[config.mk]
export PLATFORM = sky130hd
export DESIGN_NAME = delimiter_field_splitter_flat
export DESIGN_NICKNAME = d
export VERILOG_FILES = /design/src/dfs_pkg.sv /design/src/dfs_stream_if.sv /design/src/dfs_window_cell.sv /design/src/dfs_out_buffer.sv /design/src/delimiter_field_splitter.sv /design/src/flat_wrapper.sv
export SDC_FILE = /design/constraint.sdc
export NUM_CORES = 1
export LEC_CHECK = 0
export BUFFER_PORTS_ARGS = -buffer_cell sky130_fd_sc_hd__buf_2
export CAP_MARGIN = 20
export CORE_MARGIN = 5
export CORE_UTILIZATION = 60
export CTS_CLUSTER_SIZE = 30
export DETAILED_ROUTE_END_ITERATION = 8
export PLACE_DENSITY = 0.8
export SLEW_MARGIN = 20
export SYNTH_ARGS = -nofsm -noshare
export SYNTH_HDL_FRONTEND = slang
export SYNTH_HIERARCHICAL = 1
export SYNTH_SLANG_ARGS = --single-unit
[constraint.sdc]
create_clock -name i_clk -period 15.43 [get_ports i_clk]
set_input_delay 0.7715 -clock i_clk [delete_from_list [all_inputs] [get_ports i_clk]]
set_output_delay 0.7715 -clock i_clk [all_outputs]
set_load 0.02 [all_outputs]
[src/dfs_pkg.sv]
package dfs_pkg;

    localparam int SEP_MAX_DEF    = 8;
    localparam int COUNT_BITS_DEF = 16;

    localparam int BYTE_W       = 8;
    localparam int SEP_BYTES_W  = 64;
    localparam int SEP_LEN_W    = 4;
    localparam int MAX_FIELDS_W = 16;
    localparam int CFG_DATA_W   = 64;
    localparam int CFG_INDEX_W  = 2;

    localparam logic [SEP_BYTES_W-1:0]  SEP_BYTES_RST  = 64'd44;
    localparam logic [SEP_LEN_W-1:0]    SEP_LEN_RST    = 4'd1;
    localparam logic [MAX_FIELDS_W-1:0] MAX_FIELDS_RST = 16'hFFFF;

    typedef logic [CFG_INDEX_W-1:0] t_cfg_index;
    localparam t_cfg_index REG_SEP_BYTES  = 2'd0;
    localparam t_cfg_index REG_SEP_LEN    = 2'd1;
    localparam t_cfg_index REG_MAX_FIELDS = 2'd2;

    typedef logic [BYTE_W-1:0] t_byte;

    typedef enum logic [1:0] {
        CELL_HOLD,
        CELL_APPEND,
        CELL_SHIFT
    } t_cell_op;

    typedef struct packed {
        t_cell_op op;
        logic     tail;       // new byte lands in this cell
        logic     next_tail;  // new byte lands in the right neighbor
        logic     active;     // cell holds a pending byte
    } t_cell_ctl;

    typedef struct packed {
        t_byte in_byte;
        logic  end_of_string;
    } t_in_item;

    typedef struct packed {
        t_byte out_char;
        logic  char_valid;
        logic  field_end;
        logic  string_end;
        logic  run_last;
    } t_out_item;

endpackage

[src/dfs_stream_if.sv]
interface dfs_stream_if #(
    parameter type t_payload = logic [7:0]
) ();
    logic     valid;
    logic     ready;
    t_payload payload;

    modport source (output valid, output payload, input ready);
    modport sink (input valid, input payload, output ready);
endinterface

[src/dfs_window_cell.sv]
module dfs_window_cell
    import dfs_pkg::*;
(
    input  logic      i_clk,
    input  t_cell_ctl i_ctl,
    input  t_byte     i_in_byte,
    input  t_byte     i_right_byte,
    input  t_byte     i_sep_byte,
    input  logic      i_match,
    output t_byte     o_byte,
    output logic      o_match,
    output logic      o_tail_eq
);

    t_byte r_byte;
    t_byte n_byte;

    always_comb begin
        case (i_ctl.op)
            CELL_HOLD:   n_byte = r_byte;
            CELL_APPEND: n_byte = i_ctl.tail ? i_in_byte : r_byte;
            CELL_SHIFT:  n_byte = i_ctl.next_tail ? i_in_byte : i_right_byte;
            default:     n_byte = r_byte;
        endcase
    end

    always_ff @(posedge i_clk) begin
        r_byte <= n_byte;
    end

    assign o_byte    = r_byte;
    // match runs left to right; idle cells pass it on
    assign o_match   = i_match & (!i_ctl.active | (r_byte == i_sep_byte));
    assign o_tail_eq = i_ctl.tail & (i_in_byte == i_sep_byte);

endmodule

[src/dfs_out_buffer.sv]
module dfs_out_buffer
    import dfs_pkg::*;
(
    input  logic                i_clk,
    input  logic                i_rst_n,
    input  logic                i_push_valid,
    input  t_out_item           i_push_data,
    output logic                o_space,
    dfs_stream_if.source        o_out
);

    logic      r_out_valid;
    t_out_item r_out_data;
    logic      r_skid_valid;
    t_out_item r_skid_data;
    logic      take;

    assign take    = r_out_valid & o_out.ready;
    // a push is only offered while the skid entry is free
    assign o_space = !r_skid_valid;

    always_ff @(posedge i_clk) begin
        if (!i_rst_n) begin
            r_out_valid  <= 1'b0;
            r_skid_valid <= 1'b0;
        end else if (i_push_valid) begin
            if (!r_out_valid || take) begin
                r_out_valid <= 1'b1;
                r_out_data  <= i_push_data;
            end else begin
                r_skid_valid <= 1'b1;
                r_skid_data  <= i_push_data;
            end
        end else if (take) begin
            r_out_valid  <= r_skid_valid;
            r_out_data   <= r_skid_data;
            r_skid_valid <= 1'b0;
        end
    end

    assign o_out.valid   = r_out_valid;
    assign o_out.payload = r_out_data;

endmodule

[src/delimiter_field_splitter.sv]
// channel   dir   payload                                             handshake
// i_in      in    in_byte, end_of_string                              valid/ready
// o_out     out   out_char, char_valid, field_end, string_end,        valid/ready
//                 run_last
// i_cfg     in    i_cfg_wr_en, i_cfg_index, i_cfg_wdata               write only
//
// one byte is taken per cycle while the input is not stalled; a byte that does
// not end the string gives at most one result, which goes straight into the
// two-entry output buffer; the last byte of a string adds a flush: the row of
// window cells shifts out one pending byte a cycle while the buffer has space,
// then the field-end or the empty result that closes the string
// synchronous active-low reset clears control state and the registers
// the input stalls during a flush and while the skid entry of the output buffer is full
module delimiter_field_splitter
    import dfs_pkg::*;
#(
    parameter int SEP_MAX    = SEP_MAX_DEF,
    parameter int COUNT_BITS = COUNT_BITS_DEF
) (
    input  logic                   i_clk,
    input  logic                   i_rst_n,
    dfs_stream_if.sink             i_in,
    dfs_stream_if.source           o_out,
    input  logic                   i_cfg_wr_en,
    input  t_cfg_index             i_cfg_index,
    input  logic [CFG_DATA_W-1:0]  i_cfg_wdata
);

    localparam int LEN_W = $clog2(SEP_MAX + 1);
    localparam int CMP_W = (COUNT_BITS > MAX_FIELDS_W) ? COUNT_BITS : MAX_FIELDS_W;

    // configuration registers
    logic [SEP_BYTES_W-1:0]  r_sep_bytes;
    logic [SEP_LEN_W-1:0]    r_sep_len;
    logic [MAX_FIELDS_W-1:0] r_max_fields;

    // string state
    logic [LEN_W-1:0]      r_fill, n_fill;
    logic                  r_has, n_has;
    logic [COUNT_BITS-1:0] r_fields, n_fields;
    logic                  r_flush, n_flush;

    logic [LEN_W-1:0] len;
    logic [LEN_W-1:0] fill_old;
    logic             full;
    logic             pass;
    logic             match;
    logic             in_ready;
    logic             in_accept;
    logic             push_space;
    logic             push_valid;
    t_out_item        push_data;
    t_out_item        r0;
    logic             r0_valid;
    t_cell_op         cell_op;
    t_in_item         in_item;
    logic             restart;

    t_byte           cell_byte [SEP_MAX];
    logic [SEP_MAX:0] match_chain;
    logic [SEP_MAX-1:0] tail_eq;

    assign in_item = i_in.payload;

    // separator length 0 acts as 1, above SEP_MAX acts as SEP_MAX
    always_comb begin
        if (r_sep_len == '0) begin
            len = LEN_W'(1);
        end else if (r_sep_len > SEP_LEN_W'(SEP_MAX)) begin
            len = LEN_W'(SEP_MAX);
        end else begin
            len = LEN_W'(r_sep_len);
        end
    end

    assign fill_old = (r_fill >= len) ? (len - LEN_W'(1)) : r_fill;
    // the window is complete once the new byte is added
    assign full     = (fill_old == (len - LEN_W'(1)));
    // after max_fields fields, once a char is out, no more splitting
    assign pass     = (CMP_W'(r_fields) >= CMP_W'(r_max_fields)) && r_has;
    // pending bytes compare in their cells, the new byte at the tail cell
    assign match    = match_chain[SEP_MAX] & (|tail_eq);

    // row of window cells, oldest pending byte in cell 0
    assign match_chain[0] = 1'b1;
    for (genvar gi = 0; gi < SEP_MAX; gi++) begin : g_cell
        t_cell_ctl ctl;
        t_byte     right;

        assign ctl.op        = cell_op;
        assign ctl.tail      = !r_flush && (fill_old == LEN_W'(gi));
        assign ctl.next_tail = !r_flush && (fill_old == LEN_W'(gi + 1));
        assign ctl.active    = (LEN_W'(gi) < fill_old);

        if (gi == SEP_MAX - 1) begin : g_last
            assign right = in_item.in_byte;
        end else begin : g_mid
            assign right = cell_byte[gi + 1];
        end

        dfs_window_cell u_cell (
            .i_clk        (i_clk),
            .i_ctl        (ctl),
            .i_in_byte    (in_item.in_byte),
            .i_right_byte (right),
            .i_sep_byte   (r_sep_bytes[BYTE_W*gi +: BYTE_W]),
            .i_match      (match_chain[gi]),
            .o_byte       (cell_byte[gi]),
            .o_match      (match_chain[gi + 1]),
            .o_tail_eq    (tail_eq[gi])
        );
    end

    assign in_ready   = !r_flush && push_space;
    assign in_accept  = i_in.valid && in_ready;
    assign i_in.ready = in_ready;

    // separator rewrite restarts the string
    assign restart = i_cfg_wr_en &&
                     ((i_cfg_index == REG_SEP_BYTES) || (i_cfg_index == REG_SEP_LEN));

    always_comb begin
        n_fill     = r_fill;
        n_has      = r_has;
        n_fields   = r_fields;
        n_flush    = r_flush;
        cell_op    = CELL_HOLD;
        r0_valid   = 1'b0;
        r0         = '0;
        push_valid = 1'b0;
        push_data  = '0;

        if (r_flush) begin
            // end-of-string flush, one result a cycle while the buffer has space
            if (push_space) begin
                push_valid = 1'b1;
                if (r_fill != '0) begin
                    push_data.out_char   = cell_byte[0];
                    push_data.char_valid = 1'b1;
                    cell_op              = CELL_SHIFT;
                    n_fill               = r_fill - LEN_W'(1);
                    n_has                = 1'b1;
                end else begin
                    // field-end, or the empty result for an all-separator string
                    push_data.field_end  = r_has;
                    push_data.string_end = 1'b1;
                    push_data.run_last   = 1'b1;
                    n_fill               = '0;
                    n_has                = 1'b0;
                    n_fields             = '0;
                    n_flush              = 1'b0;
                end
            end
        end else if (in_accept) begin
            if (full && !pass && match) begin
                // separator found: close the field if it has chars
                n_fill = '0;
                if (r_has) begin
                    r0_valid     = 1'b1;
                    r0.field_end = 1'b1;
                    n_has        = 1'b0;
                    if (r_fields != '1) begin
                        n_fields = r_fields + COUNT_BITS'(1);
                    end
                end
            end else if (full) begin
                // oldest byte cannot start a separator: send it
                r0_valid      = 1'b1;
                r0.out_char   = (fill_old == '0) ? in_item.in_byte : cell_byte[0];
                r0.char_valid = 1'b1;
                n_has         = 1'b1;
                cell_op       = CELL_SHIFT;
                n_fill        = fill_old;
            end else begin
                cell_op = CELL_APPEND;
                n_fill  = fill_old + LEN_W'(1);
            end

            if (in_item.end_of_string) begin
                if ((n_fill != '0) || n_has || !r0_valid) begin
                    n_flush = 1'b1;
                end else begin
                    r0.string_end = 1'b1;
                    r0.run_last   = 1'b1;
                    n_fill        = '0;
                    n_has         = 1'b0;
                    n_fields      = '0;
                end
            end else begin
                r0.run_last = 1'b1;
            end

            push_valid = r0_valid;
            push_data  = r0;
        end

        if (restart) begin
            n_fill   = '0;
            n_has    = 1'b0;
            n_fields = '0;
        end
    end

    always_ff @(posedge i_clk) begin
        if (!i_rst_n) begin
            r_sep_bytes  <= SEP_BYTES_RST;
            r_sep_len    <= SEP_LEN_RST;
            r_max_fields <= MAX_FIELDS_RST;
            r_fill       <= '0;
            r_has        <= 1'b0;
            r_fields     <= '0;
            r_flush      <= 1'b0;
        end else begin
            r_fill   <= n_fill;
            r_has    <= n_has;
            r_fields <= n_fields;
            r_flush  <= n_flush;
            if (i_cfg_wr_en) begin
                case (i_cfg_index)
                    REG_SEP_BYTES:  r_sep_bytes  <= i_cfg_wdata[SEP_BYTES_W-1:0];
                    REG_SEP_LEN:    r_sep_len    <= i_cfg_wdata[SEP_LEN_W-1:0];
                    REG_MAX_FIELDS: r_max_fields <= i_cfg_wdata[MAX_FIELDS_W-1:0];
                    default: begin
                        // unknown index, ignored
                    end
                endcase
            end
        end
    end

    // output register plus skid entry
    dfs_out_buffer u_out_buffer (
        .i_clk        (i_clk),
        .i_rst_n      (i_rst_n),
        .i_push_valid (push_valid),
        .i_push_data  (push_data),
        .o_space      (push_space),
        .o_out        (o_out)
    );

endmodule

[src/flat_wrapper.sv]
// flat-port wrapper written by rule: the top's interface ports become plain ports
module delimiter_field_splitter_flat import dfs_pkg::*;
#(
    parameter int SEP_MAX    = SEP_MAX_DEF,
    parameter int COUNT_BITS = COUNT_BITS_DEF
)
  (i_clk, i_rst_n, i_cfg_wr_en, i_cfg_index, i_cfg_wdata, i_in_valid, i_in_payload, i_in_ready, o_out_valid, o_out_payload, o_out_ready);
  dfs_stream_if #(.t_payload(t_in_item)) i_in_i ();
  dfs_stream_if #(.t_payload(t_out_item)) o_out_i ();
  input  logic i_clk;
  input  logic i_rst_n;
  input  logic i_cfg_wr_en;
  input  t_cfg_index i_cfg_index;
  input  logic [CFG_DATA_W-1:0] i_cfg_wdata;
  input wire logic [$bits(i_in_i.valid)-1:0] i_in_valid;
  input wire logic [$bits(i_in_i.payload)-1:0] i_in_payload;
  output wire logic [$bits(i_in_i.ready)-1:0] i_in_ready;
  output wire logic [$bits(o_out_i.valid)-1:0] o_out_valid;
  output wire logic [$bits(o_out_i.payload)-1:0] o_out_payload;
  input wire logic [$bits(o_out_i.ready)-1:0] o_out_ready;
  assign i_in_i.valid = i_in_valid;
  assign i_in_i.payload = i_in_payload;
  assign i_in_ready = i_in_i.ready;
  assign o_out_valid = o_out_i.valid;
  assign o_out_payload = o_out_i.payload;
  assign o_out_i.ready = o_out_ready;
  delimiter_field_splitter #(.SEP_MAX(SEP_MAX), .COUNT_BITS(COUNT_BITS)) u_core (.i_clk(i_clk), .i_rst_n(i_rst_n), .i_in(i_in_i), .o_out(o_out_i), .i_cfg_wr_en(i_cfg_wr_en), .i_cfg_index(i_cfg_index), .i_cfg_wdata(i_cfg_wdata));
endmodule
==> summary.md <==
| Metric | Value |
|---|---|
| Kind of critical path | `flip-flop to flip-flop` |
| Avg Cell Area, Syn | `between 10 and 15 um^2` |
| Post-CTS Resized | `0` |
| Synth top area share | `0.242` |
| Synth top area cells | `edfxtp_1 24%, dfxtp_1 20%, xnor2_1 8.6%` |
| Synthesized area | `~11000 um^2` |
| Final #Nets | `roughly 1300` |
| RSZ-0062 raised after global routing | `no` |
| Syn_nets | `1176` |
| WL/cell | `around 18 um` |
| Total track usage | `0.235` |
| Crit-path max FO | `12` |
| Initial antenna violation count | `1` |
| Routed Antenna Nets | `0` |
| Slew Limit Fails | `0` |
| Worst slew pin tran | `about 1.1 ns` |
| Number of instances in the placed design | `1357` |
| Final core utilization | `0.675` |
| Post-synth EDFFs | `88` |
| Pin count of the biggest net entering global routing | `just over 90` |
| Max Freq | `around 170 MHz` |
| Status | `finished clean` |
| Port Buf Inserts | `93` |
| P_leak | `4.47 nW` |
| Syn Inst Count | `around 1100` |
| Global-route wire length before repair | `a little over 40000 um` |
| Initial Utilization | `0.609` |
| Ports | `94` |
| Post-CTS setup buffer count | `0` |
| Post-synth ARST share | `0` |
| Site Rows | `49` |
| Core area | `between 15000 and 20000 um^2` |
| Area after DPL | `about 12000 um^2` |
| Startpoint types | `flip-flop` |
| Drt first pass iters | `5` |
| Max-Cap Viols | `0` |
| Die area | `roughly 21000 um^2` |
| Synth area leader | `edfxtp_1` |
| Total power | `between 1.5 and 2 mW` |
| Cell area after layout | `12100 um^2` |
| Synthesis-stage register bit count | `about 200` |
| Worst Setup End Kind | `flip-flop` |
| CTS Buffer Depth | `2` |
| CTS H-tree lvls | `4` |
| Non-Filler Instances | `1389` |
| Vias/cell | `around 6.0` |
| Die X | `around 150 um` |
| Dpl hpwl | `approximately 18000 um` |
| DRT Wirelength | `about 25000 um` |
| Fraction of layout cells with a size suffix above 1 | `0.203` |
| WP data required | `between 15 and 20 ns` |
| Fin Setup TNS | `0 ns` |
| CTS Buf Count | `17` |
| CTS tree | `built` |
| Worst rel slew slack | `0.287` |
| Skew final | `between 0.01 and 0.015 ns` |
| Worst VDD drop | `a little under 100 uV` |
| Final worst path period need | `~6 ns` |
| # DRC | `0` |
| Tcrit/Tclk final | `0.388` |
| Sink Count | `about 200` |
| P per Cell Area | `124 nW/um^2` |
| Worst-skew pair later-pin latency | `between 0.4 and 0.5 ns` |
| Area growth syn-to-layout | `10.7%` |
| Routed via count | `just over 8000` |
| Fill cells | `between 1000 and 1500` |
| GP Congestion | `between 0.9 and 1` |
| Starting DRT DRC Count | `just over 700` |
| Clock transition at the registers of the reported paths | `around 0.070 ns` |
| Vias in the first global route | `around 8000` |
| Syn. warnings | `6` |
| Sequential fraction of the synthesis area | `0.439` |
| GRT Residual Overflow | `0` |
| Hold_buf cts | `0` |
| Clock root buffer | `clkbuf_16` |
| Post-synth cell types | `just over 70` |
| Post-synth top flop | `dfxtp_1` |
| WP data arrival | `about 6.3 ns` |
| Final hold vios | `0` |
| Final setup violation count | `0` |
| Diodes inserted | `0` |
| Hold Crit Class | `flip-flop to flip-flop` |
| Die H | `145 um` |
## report_power, final
group	switching, mW	total (mW)	leakage, nW	internal (mW)
logic	0.206	0.383	2.49	0.177
clock network	0.193	0.432	0.270	0.239
registers	0.0500	0.688	1.70	0.638
total	0.449	1.50	4.47	1.05
## area by class of cell
type | count | area, um^2 | share of cell area
Multi-Input combinational cell | 796 | 5810 | 0.479
Sequential cell | 196 | 4800 | 0.396
Timing Repair Buffer | 99 | 510 | 0.0421
Clock buffer | 20 | 437 | 0.0360
Tap cell | 229 | 287 | 0.0236
Inverter | 37 | 139 | 0.0115
Clock inverter | 12 | 131 | 0.0108
## per-stage QoR
step,hold WS [ns],worst slack (ns)
4_1_cts,0.474,9.55
2_1_floorplan,0.435,8.28
6_report,0.473,9.45
5_1_grt,0.521,8.98
3_3_place_gp,0.453,9.77
3_5_place_dp,0.465,9.60
## sequential cells by signal, indices dropped and copies added (netlist names)
signal,count
u_core/r_sep_len,4
u_core/r_flush,1
u_core/r_sep_bytes,64
u_core/u_out_buffer/o_out.payload,12
u_core/u_out_buffer/r_skid_valid,1
u_core/r_fill,4
u_core/r_fields,16
u_core/u_out_buffer/o_out.valid,1
u_core/u_out_buffer/r_skid_data,12
u_core/r_has,1
u_core/g_cell.u_cell/o_byte,64
u_core/r_max_fields,16
## final timing paths
path | slack, ns | depth (start not counted) | startpoint | to
worst max-delay path | 9.45 | 22 | u_core/r_fill[0]$_SDFFE_PP0P_ | u_core/r_fields[11]$_SDFFE_PP0P_
worst min-delay path | 0.47 | 2 | u_core/r_sep_len[0]$_SDFFE_PN1P_ | u_core/r_sep_len[0]$_SDFFE_PN1P_
worst max register to register | 9.45 | 22 | u_core/r_fill[0]$_SDFFE_PP0P_ | u_core/r_fields[11]$_SDFFE_PP0P_
worst min register to register | 0.47 | 2 | u_core/r_sep_len[0]$_SDFFE_PN1P_ | u_core/r_sep_len[0]$_SDFFE_PN1P_
## critical path, stage by stage, from the launching register on
cell and delay, ns:
dfxtp_1 0.50, inv_1 0.13, ha_1 0.29, nand2b_1 0.11, a2111oi_2 0.07, nor3_1 0.53, mux2i_1 0.56, ha_1 0.29
nand2b_1 0.14, o21ai_0 0.12, and2_1 0.15, and2_1 0.11, and2_1 0.11, and2_1 0.11, and2_1 0.11, and2_1 0.10
and2_1 0.10, and2_1 0.12, o21ai_2 0.10, a211oi_2 0.76, o211ai_1 0.60, or4_1 0.63, o211ai_1 0.17
## cells in the mapped netlist, types with 5 or more instances
master	number
nand3_1	13
or4_1	5
clkbuf_1	32
mux2_2	68
nor2_1	19
mux2_4	8
edfxtp_1	88
and3_1	13
nand2b_4	8
a22o_1	8
o211ai_1	23
mux2i_1	8
nand2_1	185
a21boi_0	63
a21oi_1	17
nor3_1	9
nor4_1	12
nand2b_1	9
xor2_1	25
dfxtp_1	108
nor2b_1	8
xnor2_1	108
o31ai_1	5
o21ai_0	35
and2_1	12
nand4_1	32
nor2_8	8
ha_1	25
o21a_1	6
a31oi_1	11
inv_1	37
## cell usage in the layout, fill, tap and decap left out, types with 13 or more instances in the layout
cell         n
a21boi_0    63
a21oi_1     17
and3_1      13
buf_2       93
clkbuf_16   17
dfxtp_1    108
edfxtp_1    88
ha_1        25
inv_1       37
mux2_2      68
nand2_1    185
nand3_1     13
nand4_1     32
nor2_1      17
o211ai_1    23
o21ai_0     30
xnor2_1    108
xor2_1      25
## per-layer routing
layer	vias up	global-route usage	routed length, um
met5	-	0	11
met4	2	0.0810	595
met3	44	0.0524	1730
met2	312	0.375	11800
met1	3924	0.316	11100
li1	3984	-	-
## kinds of logic after synthesis
logic type,count (synthesis),synth area share
compound gates,206,0.136
xor+xnor,134,0.109
fa+ha+maj,25,0.0286
buf+inv,79,0.0321
flops,196,0.439
mux,84,0.0883
other cells,1,0.000343
simple gates,346,0.167
Note: power is estimated with default switching activity, not from simulation.
